[src/hw/rtl/lts_pkg.sv]
// Shared types, constants and character tables of the lexical token scanner.
package lts_pkg;

	localparam int unsigned LINE_BITS_DEF   = 16;
	localparam int unsigned COLUMN_BITS_DEF = 12;
	localparam int unsigned LENGTH_BITS_DEF = 8;
	localparam int unsigned KIND_BITS       = 5;
	localparam int unsigned QUEUE_DEPTH     = 4;

	typedef logic [KIND_BITS-1:0] kind_t;

	localparam kind_t KIND_WORD     = 5'd0;
	localparam kind_t KIND_NUMBER   = 5'd1;
	localparam kind_t KIND_SPACE    = 5'd2;
	localparam kind_t KIND_LPAREN   = 5'd3;
	localparam kind_t KIND_RPAREN   = 5'd4;
	localparam kind_t KIND_LBRACE   = 5'd5;
	localparam kind_t KIND_RBRACE   = 5'd6;
	localparam kind_t KIND_COLON    = 5'd7;
	localparam kind_t KIND_SEMI     = 5'd8;
	localparam kind_t KIND_RBRACKET = 5'd9;
	localparam kind_t KIND_COMMA    = 5'd10;
	localparam kind_t KIND_PLUS     = 5'd11;
	localparam kind_t KIND_MINUS    = 5'd12;
	localparam kind_t KIND_STAR     = 5'd13;
	localparam kind_t KIND_SLASH    = 5'd14;
	localparam kind_t KIND_PERCENT  = 5'd15;
	localparam kind_t KIND_LBRACKET = 5'd16;
	localparam kind_t KIND_BRACKETS = 5'd17;
	localparam kind_t KIND_LT       = 5'd18;
	localparam kind_t KIND_LE       = 5'd19;
	localparam kind_t KIND_GT       = 5'd20;
	localparam kind_t KIND_GE       = 5'd21;
	localparam kind_t KIND_ASSIGN   = 5'd22;
	localparam kind_t KIND_EQ       = 5'd23;
	localparam kind_t KIND_NOT      = 5'd24;
	localparam kind_t KIND_NE       = 5'd25;
	localparam kind_t KIND_AND      = 5'd26;
	localparam kind_t KIND_OR       = 5'd27;
	localparam kind_t KIND_NONE     = 5'd31;

	localparam logic [7:0] CH_NL    = 8'h0A;
	localparam logic [7:0] CH_TAB   = 8'h09;
	localparam logic [7:0] CH_SP    = 8'h20;
	localparam logic [7:0] CH_AMP   = 8'h26;
	localparam logic [7:0] CH_BAR   = 8'h7C;
	localparam logic [7:0] CH_EQ    = 8'h3D;
	localparam logic [7:0] CH_LBRK  = 8'h5B;
	localparam logic [7:0] CH_RBRK  = 8'h5D;
	localparam logic [7:0] CH_LT    = 8'h3C;
	localparam logic [7:0] CH_GT    = 8'h3E;
	localparam logic [7:0] CH_BANG  = 8'h21;

	typedef enum logic [2:0] {
		CLS_ALPHA,
		CLS_DIGIT,
		CLS_SPACE,
		CLS_MULTI,
		CLS_SINGLE,
		CLS_OTHER
	} cls_t;

	typedef enum logic [2:0] {
		MODE_START,
		MODE_WORD,
		MODE_NUMBER,
		MODE_SYMBOL,
		MODE_SPACE,
		MODE_ERROR
	} mode_t;

	typedef struct packed {
		logic       eoi;
		cls_t       cls;
		logic [7:0] ch;
		kind_t      skind;
	} item_t;

	function automatic kind_t single_kind(input logic [7:0] c);
		kind_t k;
		case (c)
			8'h28:   k = KIND_LPAREN;
			8'h29:   k = KIND_RPAREN;
			8'h7B:   k = KIND_LBRACE;
			8'h7D:   k = KIND_RBRACE;
			8'h3A:   k = KIND_COLON;
			8'h3B:   k = KIND_SEMI;
			CH_RBRK: k = KIND_RBRACKET;
			8'h2C:   k = KIND_COMMA;
			8'h2B:   k = KIND_PLUS;
			8'h2D:   k = KIND_MINUS;
			8'h2A:   k = KIND_STAR;
			8'h2F:   k = KIND_SLASH;
			8'h25:   k = KIND_PERCENT;
			default: k = KIND_NONE;
		endcase
		return k;
	endfunction

	function automatic kind_t lone_kind(input logic [7:0] p);
		kind_t k;
		case (p)
			CH_LBRK: k = KIND_LBRACKET;
			CH_LT:   k = KIND_LT;
			CH_GT:   k = KIND_GT;
			CH_EQ:   k = KIND_ASSIGN;
			CH_BANG: k = KIND_NOT;
			default: k = KIND_NONE;
		endcase
		return k;
	endfunction

	function automatic kind_t pair_kind(input logic [7:0] p, input logic [7:0] c);
		kind_t k;
		k = KIND_NONE;
		if (p == CH_LBRK && c == CH_RBRK) k = KIND_BRACKETS;
		if (p == CH_LT && c == CH_EQ) k = KIND_LE;
		if (p == CH_GT && c == CH_EQ) k = KIND_GE;
		if (p == CH_EQ && c == CH_EQ) k = KIND_EQ;
		if (p == CH_BANG && c == CH_EQ) k = KIND_NE;
		if (p == CH_AMP && c == CH_AMP) k = KIND_AND;
		if (p == CH_BAR && c == CH_BAR) k = KIND_OR;
		return k;
	endfunction

	function automatic cls_t classify(input logic [7:0] c);
		cls_t r;
		if ((c >= 8'h41 && c <= 8'h5A) || (c >= 8'h61 && c <= 8'h7A)) r = CLS_ALPHA;
		else if (c >= 8'h30 && c <= 8'h39) r = CLS_DIGIT;
		else if (c == CH_SP || c == CH_TAB || c == CH_NL) r = CLS_SPACE;
		else if (c == CH_EQ || c == CH_LT || c == CH_GT || c == CH_LBRK || c == CH_AMP ||
			c == CH_BAR || c == CH_BANG) r = CLS_MULTI;
		else if (single_kind(c) != KIND_NONE) r = CLS_SINGLE;
		else r = CLS_OTHER;
		return r;
	endfunction

endpackage

[src/hw/rtl/lts_if.sv]
// Byte input and result output channel interfaces of the lexical token scanner.
interface lts_in_if;
	logic       valid;
	logic       ready;
	logic [7:0] char_code;
	logic       end_of_input;

	modport source (output valid, output char_code, output end_of_input, input ready);
	modport sink (input valid, input char_code, input end_of_input, output ready);
endinterface

interface lts_out_if #(
	parameter int unsigned LINE_BITS   = lts_pkg::LINE_BITS_DEF,
	parameter int unsigned COLUMN_BITS = lts_pkg::COLUMN_BITS_DEF,
	parameter int unsigned LENGTH_BITS = lts_pkg::LENGTH_BITS_DEF
);
	logic                         valid;
	logic                         ready;
	logic                         status;
	logic [lts_pkg::KIND_BITS-1:0] token_kind;
	logic [LINE_BITS-1:0]         start_line;
	logic [COLUMN_BITS-1:0]       start_column;
	logic [LENGTH_BITS-1:0]       token_length;
	logic                         last_of_run;

	modport source (output valid, output status, output token_kind, output start_line,
		output start_column, output token_length, output last_of_run, input ready);
	modport sink (input valid, input status, input token_kind, input start_line,
		input start_column, input token_length, input last_of_run, output ready);
endinterface

[src/hw/rtl/lts_front.sv]
// Front end: accepts bytes, tracks line and column, classifies and queues each request.
module lts_front #(
	parameter int unsigned LINE_BITS   = lts_pkg::LINE_BITS_DEF,
	parameter int unsigned COLUMN_BITS = lts_pkg::COLUMN_BITS_DEF
) (
	input  logic                   clk,
	input  logic                   arst_n,
	lts_in_if.sink                 in_ch,
	output lts_pkg::item_t         head,
	output logic [LINE_BITS-1:0]   head_line,
	output logic [COLUMN_BITS-1:0] head_col,
	output logic                   head_valid,
	input  logic                   pop
);
	import lts_pkg::*;

	localparam int unsigned PTR_BITS = $clog2(QUEUE_DEPTH);
	localparam int unsigned CNT_BITS = $clog2(QUEUE_DEPTH + 1);

	item_t                  item_q [QUEUE_DEPTH];
	logic [LINE_BITS-1:0]   line_q [QUEUE_DEPTH];
	logic [COLUMN_BITS-1:0] col_q  [QUEUE_DEPTH];
	logic [PTR_BITS-1:0]    wr_q, rd_q;
	logic [CNT_BITS-1:0]    cnt_q;
	logic [LINE_BITS-1:0]   cur_line_q, pos_line;
	logic [COLUMN_BITS-1:0] cur_col_q, pos_col;
	logic                   push, do_pop;
	item_t                  new_item;

	assign in_ch.ready = cnt_q != CNT_BITS'(QUEUE_DEPTH);
	assign push        = in_ch.valid && in_ch.ready;
	assign head_valid  = cnt_q != '0;
	assign do_pop      = pop && head_valid;
	assign head        = item_q[rd_q];
	assign head_line   = line_q[rd_q];
	assign head_col    = col_q[rd_q];

	always_comb begin
		if (in_ch.char_code == CH_NL) begin
			pos_line = (cur_line_q == '1) ? cur_line_q : cur_line_q + 1'b1;
			pos_col  = '0;
		end else begin
			pos_line = cur_line_q;
			pos_col  = (cur_col_q == '1) ? cur_col_q : cur_col_q + 1'b1;
		end
		new_item.eoi   = in_ch.end_of_input;
		new_item.cls   = classify(in_ch.char_code);
		new_item.ch    = in_ch.char_code;
		new_item.skind = single_kind(in_ch.char_code);
	end

	always_ff @(posedge clk or negedge arst_n) begin
		if (!arst_n) begin
			wr_q       <= '0;
			rd_q       <= '0;
			cnt_q      <= '0;
			cur_line_q <= LINE_BITS'(1);
			cur_col_q  <= '0;
		end else begin
			if (push) begin
				wr_q <= wr_q + 1'b1;
				if (in_ch.end_of_input) begin
					cur_line_q <= LINE_BITS'(1);
					cur_col_q  <= '0;
				end else begin
					cur_line_q <= pos_line;
					cur_col_q  <= pos_col;
				end
			end
			if (do_pop) rd_q <= rd_q + 1'b1;
			cnt_q <= cnt_q + CNT_BITS'(push) - CNT_BITS'(do_pop);
		end
	end

	always_ff @(posedge clk) begin
		if (push) begin
			item_q[wr_q] <= new_item;
			line_q[wr_q] <= pos_line;
			col_q[wr_q]  <= pos_col;
		end
	end

endmodule

[src/hw/rtl/lts_back.sv]
// Back end: token state machine over queued bytes and the result queue.
module lts_back #(
	parameter int unsigned LINE_BITS   = lts_pkg::LINE_BITS_DEF,
	parameter int unsigned COLUMN_BITS = lts_pkg::COLUMN_BITS_DEF,
	parameter int unsigned LENGTH_BITS = lts_pkg::LENGTH_BITS_DEF
) (
	input  logic                   clk,
	input  logic                   arst_n,
	input  lts_pkg::item_t         head,
	input  logic [LINE_BITS-1:0]   head_line,
	input  logic [COLUMN_BITS-1:0] head_col,
	input  logic                   head_valid,
	output logic                   pop,
	lts_out_if.source              out_ch
);
	import lts_pkg::*;

	localparam int unsigned PTR_BITS = $clog2(QUEUE_DEPTH);
	localparam int unsigned CNT_BITS = $clog2(QUEUE_DEPTH + 1);

	typedef struct packed {
		logic                   status;
		kind_t                  kind;
		logic [LINE_BITS-1:0]   line;
		logic [COLUMN_BITS-1:0] col;
		logic [LENGTH_BITS-1:0] len;
		logic                   last;
	} res_t;

	function automatic res_t make_token(input kind_t k, input logic [LINE_BITS-1:0] l,
		input logic [COLUMN_BITS-1:0] c, input logic [LENGTH_BITS-1:0] n);
		res_t r;
		r.status = 1'b0;
		r.kind   = k;
		r.line   = l;
		r.col    = c;
		r.len    = n;
		r.last   = 1'b0;
		return r;
	endfunction

	function automatic res_t make_error(input logic [LINE_BITS-1:0] l,
		input logic [COLUMN_BITS-1:0] c);
		res_t r;
		r.status = 1'b1;
		r.kind   = KIND_WORD;
		r.line   = l;
		r.col    = c;
		r.len    = '0;
		r.last   = 1'b0;
		return r;
	endfunction

	mode_t                  mode_q, mode_d;
	logic [7:0]             pend_q, pend_d;
	logic [LINE_BITS-1:0]   tok_line_q, tok_line_d;
	logic [COLUMN_BITS-1:0] tok_col_q, tok_col_d;
	logic [LENGTH_BITS-1:0] cnt_q, cnt_d, cnt_inc;
	res_t                   res_a, res_b, push0, push1;
	logic                   a_v, b_v, restart, cont;
	kind_t                  pk, lk, mode_kind;
	logic [CNT_BITS-1:0]    npush;

	res_t                   oq [QUEUE_DEPTH];
	logic [PTR_BITS-1:0]    owr_q, ord_q;
	logic [CNT_BITS-1:0]    ocnt_q;
	logic                   opop;

	assign pop     = head_valid && (ocnt_q <= CNT_BITS'(QUEUE_DEPTH - 2));
	assign cnt_inc = (cnt_q == '1) ? cnt_q : cnt_q + 1'b1;
	assign pk      = pair_kind(pend_q, head.ch);
	assign lk      = lone_kind(pend_q);

	always_comb begin
		mode_d     = mode_q;
		pend_d     = pend_q;
		tok_line_d = tok_line_q;
		tok_col_d  = tok_col_q;
		cnt_d      = cnt_q;
		res_a      = '0;
		res_b      = '0;
		a_v        = 1'b0;
		b_v        = 1'b0;
		restart    = 1'b0;
		cont       = 1'b0;
		mode_kind  = KIND_WORD;
		if (mode_q == MODE_NUMBER) mode_kind = KIND_NUMBER;
		if (mode_q == MODE_SPACE) mode_kind = KIND_SPACE;
		if (head.eoi) begin
			unique case (mode_q)
				MODE_WORD, MODE_NUMBER, MODE_SPACE: begin
					a_v   = 1'b1;
					res_a = make_token(mode_kind, tok_line_q, tok_col_q, cnt_q);
				end
				MODE_SYMBOL: begin
					a_v = 1'b1;
					if (lk == KIND_NONE) res_a = make_error(tok_line_q, tok_col_q);
					else res_a = make_token(lk, tok_line_q, tok_col_q, cnt_q);
				end
				default: ;
			endcase
			mode_d = MODE_START;
		end else begin
			unique case (mode_q)
				MODE_START: restart = 1'b1;
				MODE_WORD, MODE_NUMBER, MODE_SPACE: begin
					if (mode_q == MODE_WORD)
						cont = head.cls == CLS_ALPHA || head.cls == CLS_DIGIT;
					else if (mode_q == MODE_NUMBER) cont = head.cls == CLS_DIGIT;
					else cont = head.cls == CLS_SPACE;
					if (cont) begin
						cnt_d = cnt_inc;
					end else begin
						a_v     = 1'b1;
						res_a   = make_token(mode_kind, tok_line_q, tok_col_q, cnt_q);
						restart = 1'b1;
					end
				end
				MODE_SYMBOL: begin
					a_v = 1'b1;
					if (pk != KIND_NONE) begin
						cnt_d  = cnt_inc;
						res_a  = make_token(pk, tok_line_q, tok_col_q, cnt_inc);
						mode_d = MODE_START;
					end else if (lk == KIND_NONE) begin
						res_a  = make_error(head_line, head_col);
						mode_d = MODE_ERROR;
					end else begin
						res_a   = make_token(lk, tok_line_q, tok_col_q, cnt_q);
						restart = 1'b1;
					end
				end
				default: mode_d = MODE_ERROR;
			endcase
			if (restart) begin
				tok_line_d = head_line;
				tok_col_d  = head_col;
				cnt_d      = LENGTH_BITS'(1);
				mode_d     = MODE_START;
				unique case (head.cls)
					CLS_ALPHA: mode_d = MODE_WORD;
					CLS_DIGIT: mode_d = MODE_NUMBER;
					CLS_SPACE: mode_d = MODE_SPACE;
					CLS_MULTI: begin
						mode_d = MODE_SYMBOL;
						pend_d = head.ch;
					end
					CLS_SINGLE: begin
						b_v   = 1'b1;
						res_b = make_token(head.skind, head_line, head_col, LENGTH_BITS'(1));
					end
					default: begin
						b_v    = 1'b1;
						res_b  = make_error(head_line, head_col);
						mode_d = MODE_ERROR;
					end
				endcase
			end
		end
		if (b_v) res_b.last = 1'b1;
		else res_a.last = 1'b1;
		push0 = a_v ? res_a : res_b;
		push1 = res_b;
		npush = pop ? CNT_BITS'(a_v) + CNT_BITS'(b_v) : '0;
	end

	always_ff @(posedge clk or negedge arst_n) begin
		if (!arst_n) begin
			mode_q     <= MODE_START;
			pend_q     <= '0;
			tok_line_q <= '0;
			tok_col_q  <= '0;
			cnt_q      <= '0;
		end else if (pop) begin
			mode_q     <= mode_d;
			pend_q     <= pend_d;
			tok_line_q <= tok_line_d;
			tok_col_q  <= tok_col_d;
			cnt_q      <= cnt_d;
		end
	end

	assign out_ch.valid        = ocnt_q != '0;
	assign opop                = out_ch.valid && out_ch.ready;
	assign out_ch.status       = oq[ord_q].status;
	assign out_ch.token_kind   = oq[ord_q].kind;
	assign out_ch.start_line   = oq[ord_q].line;
	assign out_ch.start_column = oq[ord_q].col;
	assign out_ch.token_length = oq[ord_q].len;
	assign out_ch.last_of_run  = oq[ord_q].last;

	always_ff @(posedge clk or negedge arst_n) begin
		if (!arst_n) begin
			owr_q  <= '0;
			ord_q  <= '0;
			ocnt_q <= '0;
		end else begin
			owr_q <= owr_q + PTR_BITS'(npush);
			if (opop) ord_q <= ord_q + 1'b1;
			ocnt_q <= ocnt_q + npush - CNT_BITS'(opop);
		end
	end

	always_ff @(posedge clk) begin
		if (npush != '0) oq[owr_q] <= push0;
		if (npush == CNT_BITS'(2)) oq[owr_q + 1'b1] <= push1;
	end

	a_queue_bound: assert property (@(posedge clk) disable iff (!arst_n)
		ocnt_q <= CNT_BITS'(QUEUE_DEPTH))
		else $error("Result queue count exceeds its depth.");

	a_room_for_two: assert property (@(posedge clk) disable iff (!arst_n)
		pop |-> ocnt_q <= CNT_BITS'(QUEUE_DEPTH - 2))
		else $error("Byte taken without room for two results.");

	a_error_sticks: assert property (@(posedge clk) disable iff (!arst_n)
		(pop && mode_q == MODE_ERROR && !head.eoi) |=> mode_q == MODE_ERROR)
		else $error("Scanner left error mode before end of input.");

	a_eoi_start: assert property (@(posedge clk) disable iff (!arst_n)
		(pop && head.eoi) |=> mode_q == MODE_START)
		else $error("End of input did not return the scanner to start.");

	a_error_no_run: assert property (@(posedge clk) disable iff (!arst_n)
		(pop && mode_q == MODE_ERROR && !head.eoi) |-> npush == '0)
		else $error("Result produced while in error mode.");

endmodule

[src/hw/rtl/lexical_token_scanner.sv]
// Lexical token scanner top level: front end, byte queue and token back end.
// The scanner takes one source byte per clock cycle while its byte queue has room. A byte
// passes the front end, which tracks line and column and classifies it, then a four-entry
// queue, then the token state machine, which places its results into a four-entry result
// queue; the output is presented from the head of that result queue. A byte that ends one
// token and is itself a one-byte token or an error yields two results, and the output port
// delivers one result per cycle while the receiver is ready, so the queues absorb the
// difference. Input and output stall independently.
module lexical_token_scanner #(
	parameter int unsigned LINE_BITS   = lts_pkg::LINE_BITS_DEF,
	parameter int unsigned COLUMN_BITS = lts_pkg::COLUMN_BITS_DEF,
	parameter int unsigned LENGTH_BITS = lts_pkg::LENGTH_BITS_DEF
) (
	input  logic      clk,
	input  logic      arst_n,
	lts_in_if.sink    char_in,
	lts_out_if.source token_out
);
	import lts_pkg::*;

	item_t                  head;
	logic [LINE_BITS-1:0]   head_line;
	logic [COLUMN_BITS-1:0] head_col;
	logic                   head_valid;
	logic                   pop;

	lts_front #(
		.LINE_BITS   (LINE_BITS),
		.COLUMN_BITS (COLUMN_BITS)
	) u_front (
		.clk        (clk),
		.arst_n     (arst_n),
		.in_ch      (char_in),
		.head       (head),
		.head_line  (head_line),
		.head_col   (head_col),
		.head_valid (head_valid),
		.pop        (pop)
	);

	lts_back #(
		.LINE_BITS   (LINE_BITS),
		.COLUMN_BITS (COLUMN_BITS),
		.LENGTH_BITS (LENGTH_BITS)
	) u_back (
		.clk        (clk),
		.arst_n     (arst_n),
		.head       (head),
		.head_line  (head_line),
		.head_col   (head_col),
		.head_valid (head_valid),
		.pop        (pop),
		.out_ch     (token_out)
	);

endmodule

[src/flat_wrapper.sv]
// flat-port wrapper written by rule: the top's interface ports become plain ports
module lexical_token_scanner_flat import lts_pkg::*;
#(
	parameter int unsigned LINE_BITS   = lts_pkg::LINE_BITS_DEF,
	parameter int unsigned COLUMN_BITS = lts_pkg::COLUMN_BITS_DEF,
	parameter int unsigned LENGTH_BITS = lts_pkg::LENGTH_BITS_DEF
)
  (clk, arst_n, char_in_valid, char_in_char_code, char_in_end_of_input, char_in_ready, token_out_valid, token_out_status, token_out_token_kind, token_out_start_line, token_out_start_column, token_out_token_length, token_out_last_of_run, token_out_ready);
  lts_in_if char_in_i ();
  lts_out_if #(.LINE_BITS(LINE_BITS), .COLUMN_BITS(COLUMN_BITS), .LENGTH_BITS(LENGTH_BITS)) token_out_i ();
  input  logic clk;
  input  logic arst_n;
  input wire logic [$bits(char_in_i.valid)-1:0] char_in_valid;
  input wire logic [$bits(char_in_i.char_code)-1:0] char_in_char_code;
  input wire logic [$bits(char_in_i.end_of_input)-1:0] char_in_end_of_input;
  output wire logic [$bits(char_in_i.ready)-1:0] char_in_ready;
  output wire logic [$bits(token_out_i.valid)-1:0] token_out_valid;
  output wire logic [$bits(token_out_i.status)-1:0] token_out_status;
  output wire logic [$bits(token_out_i.token_kind)-1:0] token_out_token_kind;
  output wire logic [$bits(token_out_i.start_line)-1:0] token_out_start_line;
  output wire logic [$bits(token_out_i.start_column)-1:0] token_out_start_column;
  output wire logic [$bits(token_out_i.token_length)-1:0] token_out_token_length;
  output wire logic [$bits(token_out_i.last_of_run)-1:0] token_out_last_of_run;
  input wire logic [$bits(token_out_i.ready)-1:0] token_out_ready;
  assign char_in_i.valid = char_in_valid;
  assign char_in_i.char_code = char_in_char_code;
  assign char_in_i.end_of_input = char_in_end_of_input;
  assign char_in_ready = char_in_i.ready;
  assign token_out_valid = token_out_i.valid;
  assign token_out_status = token_out_i.status;
  assign token_out_token_kind = token_out_i.token_kind;
  assign token_out_start_line = token_out_i.start_line;
  assign token_out_start_column = token_out_i.start_column;
  assign token_out_token_length = token_out_i.token_length;
  assign token_out_last_of_run = token_out_i.last_of_run;
  assign token_out_i.ready = token_out_ready;
  lexical_token_scanner #(.LINE_BITS(LINE_BITS), .COLUMN_BITS(COLUMN_BITS), .LENGTH_BITS(LENGTH_BITS)) u_core (.clk(clk), .arst_n(arst_n), .char_in(char_in_i), .token_out(token_out_i));
endmodule
[config.mk]
export PLATFORM = sky130hd
export DESIGN_NAME = lexical_token_scanner_flat
export DESIGN_NICKNAME = d
export VERILOG_FILES = /design/src/hw/rtl/lts_pkg.sv /design/src/hw/rtl/lts_if.sv /design/src/hw/rtl/lts_front.sv /design/src/hw/rtl/lts_back.sv /design/src/hw/rtl/lexical_token_scanner.sv /design/src/flat_wrapper.sv
export SDC_FILE = /design/constraint.sdc
export NUM_CORES = 1
export LEC_CHECK = 0
export ABC_CLOCK_PERIOD_IN_PS = 5600
export BUFFER_PORTS_ARGS = -buffer_cell sky130_fd_sc_hd__buf_2
export CORE_MARGIN = 2
export CORE_UTILIZATION = 62
export DETAILED_ROUTE_END_ITERATION = 16
export PLACE_DENSITY = 0.9
export SYNTH_ARGS = -nofsm -noshare
export SYNTH_HDL_FRONTEND = slang
export SYNTH_SLANG_ARGS = --single-unit
[constraint.sdc]
create_clock -name clk -period 5.6 [get_ports clk]
set_clock_uncertainty 0.15 [all_clocks]
set_input_delay 0.56 -clock clk [delete_from_list [all_inputs] [get_ports clk]]
set_output_delay 0.56 -clock clk [all_outputs]
set_load 0.02 [all_outputs]
==> flow_summary.yaml <==
synth:
  synth.area.top_cells: "edfxtp_1 48%, dfrtp_1 11%, mux4_2 9.5%, a22o_1 5.8%, dfxtp_1 2.8%"
  synthArstFlopShare_pct: 20.2
  synth_top_area_cell: "edfxtp_1"
  netlist_area_um2: 20200
  synth.yosys.seq_area_share_pct: 61.9
  synth_commonest_cells: "324 x edfxtp_1, 135 x a22o_1, 88 x dfrtp_1"
  synthFlopType: "edfxtp_1"
  yosysMostFrequentCell: "edfxtp_1"
  syn_area_per_cell_um2: 14.7
  ys_ff_latch: 441
  synthDominantCellAreaShare_pct: 48.1
  synth_cell_types: 84
  synthCells: 1377
  synth_edf_count: 324
  ys_warn_count: 0
  synth.net_count: 1406
cts:
  path_clk_slew_ns: 0.06
  clk_latency_ns: 0.54
  max-clock-path-buffers: 3
  h-tree-depth: 2
  root_buffer: "clkbuf_16"
  cts_buffers: 42
  clkSinkCount: 441
  postCtsSetupBuffers: 0
  cts_tree: "built"
die:
  num_rows: 66
  num_io_pins: 58
  core_area_um2: 32400
  die_w_um: 185
  dieArea_um2: 34100
  die_h_um: 185
  start_util_pct: 62.5
global_route:
  grt_max_degree: 65
  grt_util_met1_pct: 38.6
  grt-busiest-layer: "met2"
  grt_pass1_wl_mm: 76.4
  grtUsageTotal_pct: 29.0
  met3_usage_pct: 5.35
  antenna_found_initial: 1
  first_global_vias: 13592
  grt.met2_usage_pct: 47.6
  grt_overflow: 0
critical_path:
  path_cells: "mux4_2 -> nor3b_1 -> nor4b_2 -> nor3_4 -> a21oi_4 -> ha_1 -> o311ai_0 -> nor2_1 -> nand2_1 -> o21ai_1 -> a32o_1 -> buf_4 -> a22o_1"
  r2r_cells: 13
  cp.arrival_ns: 5.56
  required_ns: 5.85
  cp_slowest_stage_delay_ns: 0.68
  cp.buffers_inverters: 1
  crit_path_end_kind: "flip-flop"
  critPathTopFamily: "simple AND/OR/NAND/NOR gates"
  r2r_slack_ns: 0.29
  cp_num_cells: 13
  crit_fanout: 28
  critPathKind: "reg -> reg"
  start_kind: "flip-flop"
  rr_startpoint: "u_core.u_front.rd_q[0]$_DFFE_PN0P_"
  critPathSlowestCell: "mux4_2"
  worst_r2r_endpoint: "u_core.u_back.oq[2][17]$_DFFE_PP_"
cells_and_area:
  diodes: 0
  drive_above_1_share_pct: 20.9
  stdcell_count: 1903
  nets: 1456
  areaGrowthSynthToFinish_pct: 10.3
  multi_input_area_um2: 7190
  register_area_um2: 12500
  n_fill_cell: 1953
hold_path:
  hold-path-cell-count: 1
  min_to: "u_core.u_front.item_q[2][12]$_DFFE_PP_"
  min_from: "char_in_char_code[7]"
  min_path_type: "in -> reg"
sta:
  relSlewSlack_pct: 26.1
  rsz0062_at_grt: "no"
  period_share_pct: 94.8
  period_minus_slack_ns: 5.31
  fin_tns_setup_ns: 0
  worst_slew_pin_slew_ns: 1.10
  max_freq_mhz: 188
  slew_viol_final: 0
  finalSetupViolations: 0
  final-hold-violation-count: 0
power:
  leakagePower_nw: 7.87
  power_density_nw_per_um2: 525
  peakVddDrop_uv: 285
drt:
  antenna_left: 0
  vias_per_cell: 7.20
  vias: 13705
  wl_mm: 48.8
  remaining_drc_errors: 0
  firstDrtPassIters: 6
  initialDrtViolationCount: 2055
  avgRoutedWirePerCell_um: 25.7
placement:
  portBuffers: 57
  post-place-cells: 1824
  gp_congestion: 0.943
  post-dp-hpwl_mm: 28.3
run:
  drv_cap: 0
run_status:
  outcome: "finished clean"
flip-flops by register name (all words and copies together) (netlist names):
signal	count
u_core.u_back.oq	172
u_core.u_front.item_q	68
u_core.u_front.line_q	64
u_core.u_front.col_q	48
u_core.u_back.tok_line_q	16
u_core.u_front.cur_line_q	16
u_core.u_back.tok_col_q	12
u_core.u_front.cur_col_q	12
u_core.u_back.cnt_q	8
u_core.u_back.pend_q	8
u_core.u_back.mode_q	3
u_core.u_back.ocnt_q	3
u_core.u_front.cnt_q	3
u_core.u_back.ord_q	2
u_core.u_back.owr_q	2
u_core.u_front.rd_q	2
u_core.u_front.wr_q	2
cells in the final DEF, fill, tap and decap left out, types with 7 or more instances in the layout:
cell type	count
inv_1	22
nand2_1	75
clkbuf_1	11
a32oi_1	7
o31ai_1	17
buf_4	32
dfxtp_1	28
a31oi_1	11
xnor2_1	20
nor2_1	45
mux4_2	85
a22o_1	135
o21ai_0	58
a32o_1	13
a21oi_1	31
o22ai_1	18
mux2_2	36
dfrtp_1	84
nand3_1	57
buf_2	56
edfxtp_1	324
and3_1	11
nor3_1	24
ha_1	14
nand4_1	9
clkbuf_16	46
nand2b_1	14
nor2b_1	8
xor2_1	12
where the power goes:
part	internal, mW	total (mW)	switching, mW
registers	4.31	4.84	0.531
clock network	1.67	2.88	1.21
logic	1.48	3.98	2.50
cell type report:
cell class              instances  share of cell area [%]
well taps                     442                    2.48
multi-input cells             828                    32.2
clock inverters                19                   0.808
clock buffers                  59                    5.47
flip-flops and latches        441                    56.1
inverters                      24                   0.404
repair buffers                 90                    2.47
metrics by stage:
stage          hold WS, ns  utilization [%]  power [mW]  setup slack (ns)  cell area, um^2
3_5_place_dp         0.318             64.5        8.68             0.238            20900
4_1_cts              0.167             68.9        11.6             0.168            22300
3_3_place_gp         0.298             64.5        8.46             0.614            20900
5_1_grt              0.182             68.9        12.1            0.0296            22300
6_report             0.187             68.9        11.7             0.291            22300
2_1_floorplan        0.114                -        7.54             0.733            20200
routing by layer:
metal | up-vias | routed length [um]
met2 | 1042 | 23700
met1 | 6799 | 17900
li1 | 5662 | -
met3 | 202 | 5270
met4 | 0 | 1950
met5 | - | 0
timing repair:
item / 4_1_cts / 5_1_grt
endpoints found under the hold margin: 25 / 0
resized for setup: 0 / 1
hold buffers: 1 / 0
setup endpoints to repair: 0 / 56
kinds of logic after synthesis:
family,share of synthesized area (%)
muxes,11.9
AOI/OAI and AO/OA,13.0
buffers and inverters,2.63
xor gates and xnor gates,1.39
DFF,61.9
and+or+nand+nor,8.10
adders and majority gates,1.06
worst max path at each step:
stage                                             start                                 to
floorplan           u_core.u_back.pend_q[1]$_DFFE_PN0P_   u_core.u_back.oq[0][0]$_DFFE_PP_
global placement     u_core.u_front.rd_q[0]$_DFFE_PN0P_  u_core.u_back.oq[1][31]$_DFFE_PP_
detailed placement   u_core.u_front.rd_q[0]$_DFFE_PN0P_  u_core.u_back.oq[2][17]$_DFFE_PP_
CTS                  u_core.u_front.rd_q[0]$_DFFE_PN0P_  u_core.u_back.oq[2][17]$_DFFE_PP_
global route         u_core.u_front.rd_q[0]$_DFFE_PN0P_  u_core.u_back.oq[2][17]$_DFFE_PP_
finish               u_core.u_front.rd_q[0]$_DFFE_PN0P_  u_core.u_back.oq[2][17]$_DFFE_PP_
No activity file was read; power rests on OpenSTA's default activity.
